File: src/hw/rtl/phcv_pkg.sv
// Shared types, constants and helpers for the packet header checksum validator.
// No dependencies; imported by the channel interfaces and the core.
package phcv_pkg;

    localparam int BYTE_W       = 8;
    localparam int ERR_W        = 3;
    localparam int PKT_NUM_W    = 32;
    localparam int WORD_W       = 16;
    localparam int HDR_BYTES    = 8;

    localparam logic [BYTE_W-1:0] MAGIC_RESET = 8'hCC;
    localparam logic [BYTE_W-1:0] ZERO_BYTE   = 8'h00;

    typedef enum logic [ERR_W-1:0] {
        ERR_NONE     = 3'd0,
        ERR_MAGIC    = 3'd1,
        ERR_OPTIONS  = 3'd2,
        ERR_CHECKSUM = 3'd3,
        ERR_PADDING  = 3'd4,
        ERR_LENGTH   = 3'd5
    } phcv_err_t;

    // 16-bit one's-complement add with end-around carry
    function automatic logic [WORD_W-1:0] oc_add(input logic [WORD_W-1:0] a,
                                                 input logic [WORD_W-1:0] b);
        logic [WORD_W:0]   s;
        logic [WORD_W:0]   t;
        s = {1'b0, a} + {1'b0, b};
        t = {1'b0, s[WORD_W-1:0]} + {{WORD_W{1'b0}}, s[WORD_W]};
        return t[WORD_W-1:0];
    endfunction

endpackage

File: src/hw/rtl/phcv_ifs.sv
// Valid/ready channel interfaces for the validator: byte input, verdict output,
// and magic register write. Depends on phcv_pkg for field widths.
interface phcv_byte_if;
    import phcv_pkg::*;
    logic              valid;
    logic              ready;
    logic [BYTE_W-1:0] packet_byte;
    logic              last_byte;

    modport source (output valid, output packet_byte, output last_byte, input ready);
    modport sink   (input valid, input packet_byte, input last_byte, output ready);
endinterface

interface phcv_verdict_if;
    import phcv_pkg::*;
    logic                 valid;
    logic                 ready;
    logic                 valid_res;
    logic [ERR_W-1:0]     error_code;
    logic [PKT_NUM_W-1:0] packet_number;

    modport source (output valid, output valid_res, output error_code,
                    output packet_number, input ready);
    modport sink   (input valid, input valid_res, input error_code,
                    input packet_number, output ready);
endinterface

interface phcv_cfg_if;
    import phcv_pkg::*;
    logic              valid;
    logic              ready;
    logic [BYTE_W-1:0] magic_value;

    modport source (output valid, output magic_value, input ready);
    modport sink   (input valid, input magic_value, output ready);
endinterface

File: src/hw/rtl/packet_header_checksum_validator_core.sv
// Packet header checksum validator: one byte beat per cycle while the skid entry is
// empty, one verdict beat per packet, registered from the beat carrying the last byte.
// Throughput is set by the single 16-bit end-around-carry adder that updates the
//   running sum; a two-entry output buffer absorbs verdict stalls.
// Reset (rst_n low, asynchronous): packet state and packet counter clear, magic_value
//   returns to 0xCC, output buffer empties. Depends on phcv_pkg and phcv_ifs.
module packet_header_checksum_validator_core #(
    parameter int unsigned MAX_PACKET_BYTES = 262144
) (
    input  logic                  clk,
    input  logic                  rst_n,
    phcv_byte_if.sink             pkt,
    phcv_verdict_if.source        verdict,
    phcv_cfg_if.sink              cfg
);
    import phcv_pkg::*;

    // Byte counter must hold MAX_PACKET_BYTES itself (saturation value)
    localparam int IDX_W = $clog2(MAX_PACKET_BYTES + 1);
    // Length compare width: wide enough for both the count and the 16-bit field
    localparam int CMP_W = (IDX_W > WORD_W) ? IDX_W : WORD_W;

    typedef struct packed {
        logic                 valid_res;
        logic [ERR_W-1:0]     error_code;
        logic [PKT_NUM_W-1:0] packet_number;
    } result_t;

    // Packet state
    logic [IDX_W-1:0]     byte_index_reg;
    logic [WORD_W-1:0]    sum_reg;
    logic [BYTE_W-1:0]    pending_high_reg;
    logic [WORD_W-1:0]    rx_checksum_reg;
    logic [WORD_W-1:0]    decl_length_reg;
    phcv_err_t            first_error_reg;
    logic                 sensitive_reg;
    logic [PKT_NUM_W-1:0] packet_counter_reg;
    logic [BYTE_W-1:0]    magic_reg;

    // Output buffer: main register plus skid
    logic    out_valid_reg;
    result_t out_data_reg;
    logic    skid_valid_reg;
    result_t skid_data_reg;

    logic pkt_fire;
    logic out_fire;

    // Per-beat datapath
    logic [IDX_W-1:0]     pos;
    logic                 take;
    logic [BYTE_W-1:0]    b;
    logic [BYTE_W-1:0]    sum_byte;
    logic [IDX_W-1:0]     count;
    logic                 pair_add;
    logic                 pad_add;
    logic [WORD_W-1:0]    add_operand;
    logic [WORD_W-1:0]    sum_after;
    logic [BYTE_W-1:0]    pending_after;
    logic [WORD_W-1:0]    rx_checksum_after;
    logic [WORD_W-1:0]    decl_length_after;
    phcv_err_t            first_error_after;
    logic                 sensitive_after;
    logic [CMP_W-1:0]     payload_count;
    phcv_err_t            verdict_err;
    result_t              result;

    assign pkt.ready = !skid_valid_reg;
    assign cfg.ready = 1'b1;
    assign pkt_fire  = pkt.valid && pkt.ready;
    assign out_fire  = out_valid_reg && verdict.ready;

    assign verdict.valid         = out_valid_reg;
    assign verdict.valid_res     = out_data_reg.valid_res;
    assign verdict.error_code    = out_data_reg.error_code;
    assign verdict.packet_number = out_data_reg.packet_number;

    assign pos  = byte_index_reg;
    assign b    = pkt.packet_byte;
    // Drop bytes past the size limit: not checked, not summed
    assign take = (pos < IDX_W'(MAX_PACKET_BYTES));

    always_comb
    begin
        sum_byte          = b;
        rx_checksum_after = rx_checksum_reg;
        decl_length_after = decl_length_reg;
        first_error_after = first_error_reg;
        sensitive_after   = sensitive_reg;

        if (take)
        begin
            if (pos == IDX_W'(0))
            begin
                if (b != magic_reg && first_error_reg == ERR_NONE)
                    first_error_after = ERR_MAGIC;
            end
            else if (pos == IDX_W'(1))
            begin
                sensitive_after = b[6];
                if (b[5:0] != 6'd0 && first_error_reg == ERR_NONE)
                    first_error_after = ERR_OPTIONS;
            end
            else if (pos == IDX_W'(2))
                decl_length_after = {b, decl_length_reg[BYTE_W-1:0]};
            else if (pos == IDX_W'(3))
                decl_length_after = {decl_length_reg[WORD_W-1:BYTE_W], b};
            else if (pos == IDX_W'(4))
            begin
                rx_checksum_after = {b, rx_checksum_reg[BYTE_W-1:0]};
                sum_byte          = magic_reg;
            end
            else if (pos == IDX_W'(5))
            begin
                rx_checksum_after = {rx_checksum_reg[WORD_W-1:BYTE_W], b};
                sum_byte          = magic_reg;
            end
            else if (pos == IDX_W'(6) || pos == IDX_W'(7))
            begin
                if (b != ZERO_BYTE && first_error_reg == ERR_NONE)
                    first_error_after = ERR_PADDING;
            end
        end
    end

    assign count         = take ? (pos + IDX_W'(1)) : pos;
    assign pending_after = (take && !pos[0]) ? sum_byte : pending_high_reg;

    // One adder serves both the word add on an odd byte and the zero-pad add for a
    // lone final byte; the two never fall in the same beat.
    assign pair_add    = take && pos[0];
    assign pad_add     = pkt.last_byte && count[0];
    assign add_operand = pair_add ? {pending_high_reg, sum_byte} : {pending_after, ZERO_BYTE};
    assign sum_after   = (pair_add || pad_add) ? oc_add(sum_reg, add_operand) : sum_reg;

    assign payload_count = CMP_W'(count) - CMP_W'(HDR_BYTES);

    always_comb
    begin
        if (first_error_after == ERR_MAGIC || first_error_after == ERR_OPTIONS)
            verdict_err = first_error_after;
        else if (sensitive_after && (~sum_after) != rx_checksum_after)
            verdict_err = ERR_CHECKSUM;
        else if (first_error_after == ERR_PADDING)
            verdict_err = ERR_PADDING;
        else if (count < IDX_W'(HDR_BYTES) || payload_count != CMP_W'(decl_length_after))
            verdict_err = ERR_LENGTH;
        else
            verdict_err = ERR_NONE;
    end

    assign result.valid_res     = (verdict_err == ERR_NONE);
    assign result.error_code    = verdict_err;
    assign result.packet_number = packet_counter_reg;

    // Packet state and register
    always_ff @(posedge clk or negedge rst_n)
    begin
        if (!rst_n)
        begin
            byte_index_reg     <= '0;
            sum_reg            <= '0;
            pending_high_reg   <= '0;
            rx_checksum_reg    <= '0;
            decl_length_reg    <= '0;
            first_error_reg    <= ERR_NONE;
            sensitive_reg      <= 1'b0;
            packet_counter_reg <= '0;
            magic_reg          <= MAGIC_RESET;
        end
        else
        begin
            if (cfg.valid && cfg.ready)
                magic_reg <= cfg.magic_value;
            if (pkt_fire)
            begin
                if (pkt.last_byte)
                begin
                    // Clear for the next packet
                    byte_index_reg     <= '0;
                    sum_reg            <= '0;
                    pending_high_reg   <= '0;
                    rx_checksum_reg    <= '0;
                    decl_length_reg    <= '0;
                    first_error_reg    <= ERR_NONE;
                    sensitive_reg      <= 1'b0;
                    packet_counter_reg <= packet_counter_reg + PKT_NUM_W'(1);
                end
                else
                begin
                    byte_index_reg   <= count;
                    sum_reg          <= sum_after;
                    pending_high_reg <= pending_after;
                    rx_checksum_reg  <= rx_checksum_after;
                    decl_length_reg  <= decl_length_after;
                    first_error_reg  <= first_error_after;
                    sensitive_reg    <= sensitive_after;
                end
            end
        end
    end

    // Output buffer control: skid holds a verdict that arrives while the output stalls
    always_ff @(posedge clk or negedge rst_n)
    begin
        if (!rst_n)
        begin
            out_valid_reg  <= 1'b0;
            skid_valid_reg <= 1'b0;
        end
        else
        begin
            if (out_fire)
            begin
                if (skid_valid_reg)
                    skid_valid_reg <= 1'b0;
                else
                    out_valid_reg <= pkt_fire && pkt.last_byte;
            end
            else if (pkt_fire && pkt.last_byte)
            begin
                if (out_valid_reg)
                    skid_valid_reg <= 1'b1;
                else
                    out_valid_reg <= 1'b1;
            end
        end
    end

    // Output buffer payload
    always_ff @(posedge clk)
    begin
        if (out_fire)
        begin
            if (skid_valid_reg)
                out_data_reg <= skid_data_reg;
            else if (pkt_fire && pkt.last_byte)
                out_data_reg <= result;
        end
        else if (pkt_fire && pkt.last_byte)
        begin
            if (out_valid_reg)
                skid_data_reg <= result;
            else
                out_data_reg <= result;
        end
    end

endmodule

File: src/flat_wrapper.sv
// flat-port wrapper written by rule: the top's interface ports become plain ports
module packet_header_checksum_validator_core_flat import phcv_pkg::*;
#(
    parameter int unsigned MAX_PACKET_BYTES = 262144
)
  (clk, rst_n, pkt_valid, pkt_packet_byte, pkt_last_byte, pkt_ready, verdict_valid, verdict_valid_res, verdict_error_code, verdict_packet_number, verdict_ready, cfg_valid, cfg_magic_value, cfg_ready);
  phcv_byte_if pkt_i ();
  phcv_verdict_if verdict_i ();
  phcv_cfg_if cfg_i ();
  input  logic clk;
  input  logic rst_n;
  input wire logic [$bits(pkt_i.valid)-1:0] pkt_valid;
  input wire logic [$bits(pkt_i.packet_byte)-1:0] pkt_packet_byte;
  input wire logic [$bits(pkt_i.last_byte)-1:0] pkt_last_byte;
  output wire logic [$bits(pkt_i.ready)-1:0] pkt_ready;
  output wire logic [$bits(verdict_i.valid)-1:0] verdict_valid;
  output wire logic [$bits(verdict_i.valid_res)-1:0] verdict_valid_res;
  output wire logic [$bits(verdict_i.error_code)-1:0] verdict_error_code;
  output wire logic [$bits(verdict_i.packet_number)-1:0] verdict_packet_number;
  input wire logic [$bits(verdict_i.ready)-1:0] verdict_ready;
  input wire logic [$bits(cfg_i.valid)-1:0] cfg_valid;
  input wire logic [$bits(cfg_i.magic_value)-1:0] cfg_magic_value;
  output wire logic [$bits(cfg_i.ready)-1:0] cfg_ready;
  assign pkt_i.valid = pkt_valid;
  assign pkt_i.packet_byte = pkt_packet_byte;
  assign pkt_i.last_byte = pkt_last_byte;
  assign pkt_ready = pkt_i.ready;
  assign verdict_valid = verdict_i.valid;
  assign verdict_valid_res = verdict_i.valid_res;
  assign verdict_error_code = verdict_i.error_code;
  assign verdict_packet_number = verdict_i.packet_number;
  assign verdict_i.ready = verdict_ready;
  assign cfg_i.valid = cfg_valid;
  assign cfg_i.magic_value = cfg_magic_value;
  assign cfg_ready = cfg_i.ready;
  packet_header_checksum_validator_core #(.MAX_PACKET_BYTES(MAX_PACKET_BYTES)) u_core (.clk(clk), .rst_n(rst_n), .pkt(pkt_i), .verdict(verdict_i), .cfg(cfg_i));
endmodule
File: config.mk
export PLATFORM = sky130hd
export DESIGN_NAME = packet_header_checksum_validator_core_flat
export DESIGN_NICKNAME = d
export VERILOG_FILES = /design/src/hw/rtl/phcv_pkg.sv /design/src/hw/rtl/phcv_ifs.sv /design/src/hw/rtl/packet_header_checksum_validator_core.sv /design/src/flat_wrapper.sv
export SDC_FILE = /design/constraint.sdc
export NUM_CORES = 1
export LEC_CHECK = 0
export ABC_AREA = 1
export BUFFER_PORTS_ARGS = -buffer_cell sky130_fd_sc_hd__clkbuf_2
export CORE_ASPECT_RATIO = 1.1
export CORE_MARGIN = 5
export CORE_UTILIZATION = 35
export DETAILED_ROUTE_END_ITERATION = 8
export PLACE_DENSITY = 0.59
export SLEW_MARGIN = 20
export SYNTH_ARGS = -nofsm -noshare
export SYNTH_HDL_FRONTEND = slang
export SYNTH_SLANG_ARGS = --single-unit
File: constraint.sdc
create_clock -name clk -period 6.2 [get_ports clk]
set_input_delay 1.55 -clock clk [delete_from_list [all_inputs] [get_ports clk]]
set_output_delay 1.55 -clock clk [all_outputs]
set_load 0.01 [all_outputs]
==> run_results.csv <==
group,metric,value,unit
outcome,status,"finished clean",
sta,final.min_clock_period,5660,ps
global_route,grt_pass1_wl,51.1,mm
critical_path,cp_common_cell,"nand2_1",
place,hpwlAfterDp,23.6,mm
sta,relSlewSlack,35.9,%
synth,synth_cells,1577,
final_layout,final.fill_count,3429,
critical_path,slowest_delay,410,ps
die,num_rows,70,
clocking,h-tree-depth,4,
detailed_routing,firstDrtPassIters,5,
power,p_total,5.09,mW
sta,final_hold_viol_count,0,
critical_path,start_kind,"register",
global_route,grt_util_all_layers,16.7,%
synth,ys_seq_area_share,43.6,%
final_layout,layout-drive-gt1-share,13.2,%
critical_path,path_max_fanout,9,
detailed_routing,drt_first_iter_violations,713,
sta,max_freq,177,MHz
global_route,grt_pass1_vias,9829,
final_layout,syn2layout_area_growth,13.9,%
die,fp.dieW,186,µm
power,vdd.ir_drop.worst,0.000172,V
global_route,grt_overflow,0,
power,power.leakage,6.59,nW
final_layout,antenna_cells,0,
synth,netlist_area,11900,µm²
run,cap_violations,0,
die,start_util,35.6,%
detailed_routing,drc,0,
synth,synth_flop_cell,"dfrtp_1",
place,post-place-cells,2055,
synth,synth.distinct_cells,53,
sta,slew_violations,0,
place,gp_congestion,0.916,
clocking,clkSlewWorstSetupHoldPaths,80,ps
synth,ys_warn_count,0,
sta,tightest_slew,961,ps
final_layout,post-route-cell-area,13600,µm²
clocking,clock_sinks,193,
clocking,cts_made_buffers,17,
global_route,grt_max_degree,70,
critical_path,worstSetupEndpointType,"register",
global_route,antenna_found_initial,0,
clocking,cts_tree,"yes",
detailed_routing,vias_per_cell,5.01,
synth,async_flop_share,62.7,%
final_layout,fin_util,40.5,%
critical_path,crit_arrival,5850,ps
synth,avgSynthCellArea,7.55,µm²
die,dieArea,37800,µm²
final_layout,regArea,5200,µm²
sta,skew,11.6,ps
place,port-buffer-count,59,
synth,syn_nets,1629,
clocking,hold_buffers,0,
clocking,root_buffer,"clkbuf_16",
place,postPlaceCellArea,12800,µm²
synth,synth_edf_count,72,
clocking,clock_latency,440,ps
detailed_routing,wl,31.4,mm
hold_path,hold_path_class,"register to register",
die,core-area,33500,µm²
synth,ys_ff_latch,193,
sta,timing.final.crit_share,91.3,%
final_layout,largest_reg_flops,36,
final_layout,nets,1703,
critical_path,worstSetupPathType,"register to register",
sta,setup_viol,0,
clocking,cts_buffer_depth,2,
power,power_density,376,nW/µm²
detailed_routing,wl_per_cell,15.0,µm
critical_path,slowest_stage,"dfrtp_1",
die,io_pins,61,
detailed_routing,ant_nets,0,
detailed_routing,vias,10500,
final_layout,stdcell_count,2096,
final_layout,multiInputGateArea,5810,µm²
die,die_h,203,µm
critical_path,required,6380,ps
-- metal layers --
metal | GRT usage, % | part of all wire, %
met1 | 22.5 | 45
met2 | 27.7 | 48
met3 | 3.32 | 5.0
met4 | 4.19 | 1.9
met5 | 0 | 0
-- power breakdown --
group,switching [mW],total (mW),internal (mW)
sequential,0.125,1.65,1.53
clock,0.518,1.13,0.613
combinational,1.56,2.31,0.754
total,2.20,5.09,2.89
-- synthesized netlist by cell type (4+ instances only) --
cell,instances,area [µm²]
clkinv_1,6,22.5
nor2_4,7,78.8
nand3_1,138,691
nor4_1,4,25.0
nor2_2,13,81.3
a22o_1,10,87.6
o21ai_1,11,55.1
inv_2,10,37.5
nor3_2,5,50.1
nand3b_1,6,45.0
nand3_2,6,60.1
xor2_1,30,263
a31oi_1,4,25.0
dfrtp_1,117,2930
inv_1,211,792
o21ai_0,108,541
nand2_4,4,45.0
edfxtp_1,72,2160
ha_1,29,363
clkbuf_1,29,109
nor3_1,10,50.1
nor2_1,90,338
nand2_1,517,1940
a21oi_1,26,130
dfstp_2,4,105
nand4_1,23,144
o22ai_1,36,225
nand2_2,13,81.3
-- worst max-delay path: cells and delay by family (launching register included) --
family	cells	cell delay [ps]
DFF	1	410
and+or+nand+nor	29	2980
buffers and inverters	4	430
AOI/OAI and AO/OA	7	820
adders and majority gates	3	760
-- cells in the final DEF (no fill, tap or decap), types with 31 or more instances in the layout --
| cell | synthesis | routed |
|---|---|---|
| buf_4 | 3 | 31 |
| o21ai_0 | 108 | 100 |
| clkbuf_2 | 0 | 58 |
| dfrtp_1 | 117 | 116 |
| nand2_1 | 517 | 514 |
| edfxtp_1 | 72 | 72 |
| nor2_1 | 90 | 82 |
| inv_1 | 211 | 210 |
| nand3_1 | 138 | 134 |
| o22ai_1 | 36 | 36 |
-- logic make-up (layout without fill, tap and decap cells) --
group	count (synthesis)	after routing	share of synthesized area [%]
and+or+nand+nor	848	848	31.9
buffers and inverters	264	351	8.51
AOI/OAI and AO/OA	204	204	9.56
DFF	193	193	43.6
xor gates and xnor gates	37	37	3.16
adders and majority gates	30	30	3.21
other	1	1	0.0315
-- what timing repair did --
item                                    CTS  global route
resized for setup                         0            32
buffers inserted                          0             7
endpoints found under the setup margin    0             8
-- final timing paths --
path / depth (start not counted) / from / slack [ps] / end
min reg2reg: 0 / u_core.packet_counter_reg[18] / 450 / u_core.skid_data_reg[18]
max: 43 / u_core.byte_index_reg[11] / 540 / u_core.verdict.valid_res
max reg2reg: 43 / u_core.byte_index_reg[11] / 540 / u_core.verdict.valid_res
max in group asynchronous: 2 / rst_n / 3940 / u_core.rx_checksum_reg[6]
min in group asynchronous: 1 / rst_n / 1260 / u_core.packet_counter_reg[15]
min: 0 / u_core.packet_counter_reg[18] / 450 / u_core.skid_data_reg[18]
-- area by class of cell --
cell class                 count  area share (%)
clock buffer                  18            3.24
multi-input combinational   1120            42.8
tap                          432            3.99
timing repair buffer          91            4.21
inverter                     228            6.32
sequential                   193            38.3
clock inverter                14            1.12
-- metrics by stage --
step | setup TNS [ps] | hold WS (ps) | worst slack (ps)
final | 0 | 453 | 536
after global routing | -51.4 | 467 | -48.5
after CTS | 0 | 451 | 213
after detailed placement | 0 | 433 | 120
after global placement | 0 | 426 | 244
after floorplan | 0 | 425 | 857
Note: power is estimated with default switching activity, not from simulation.
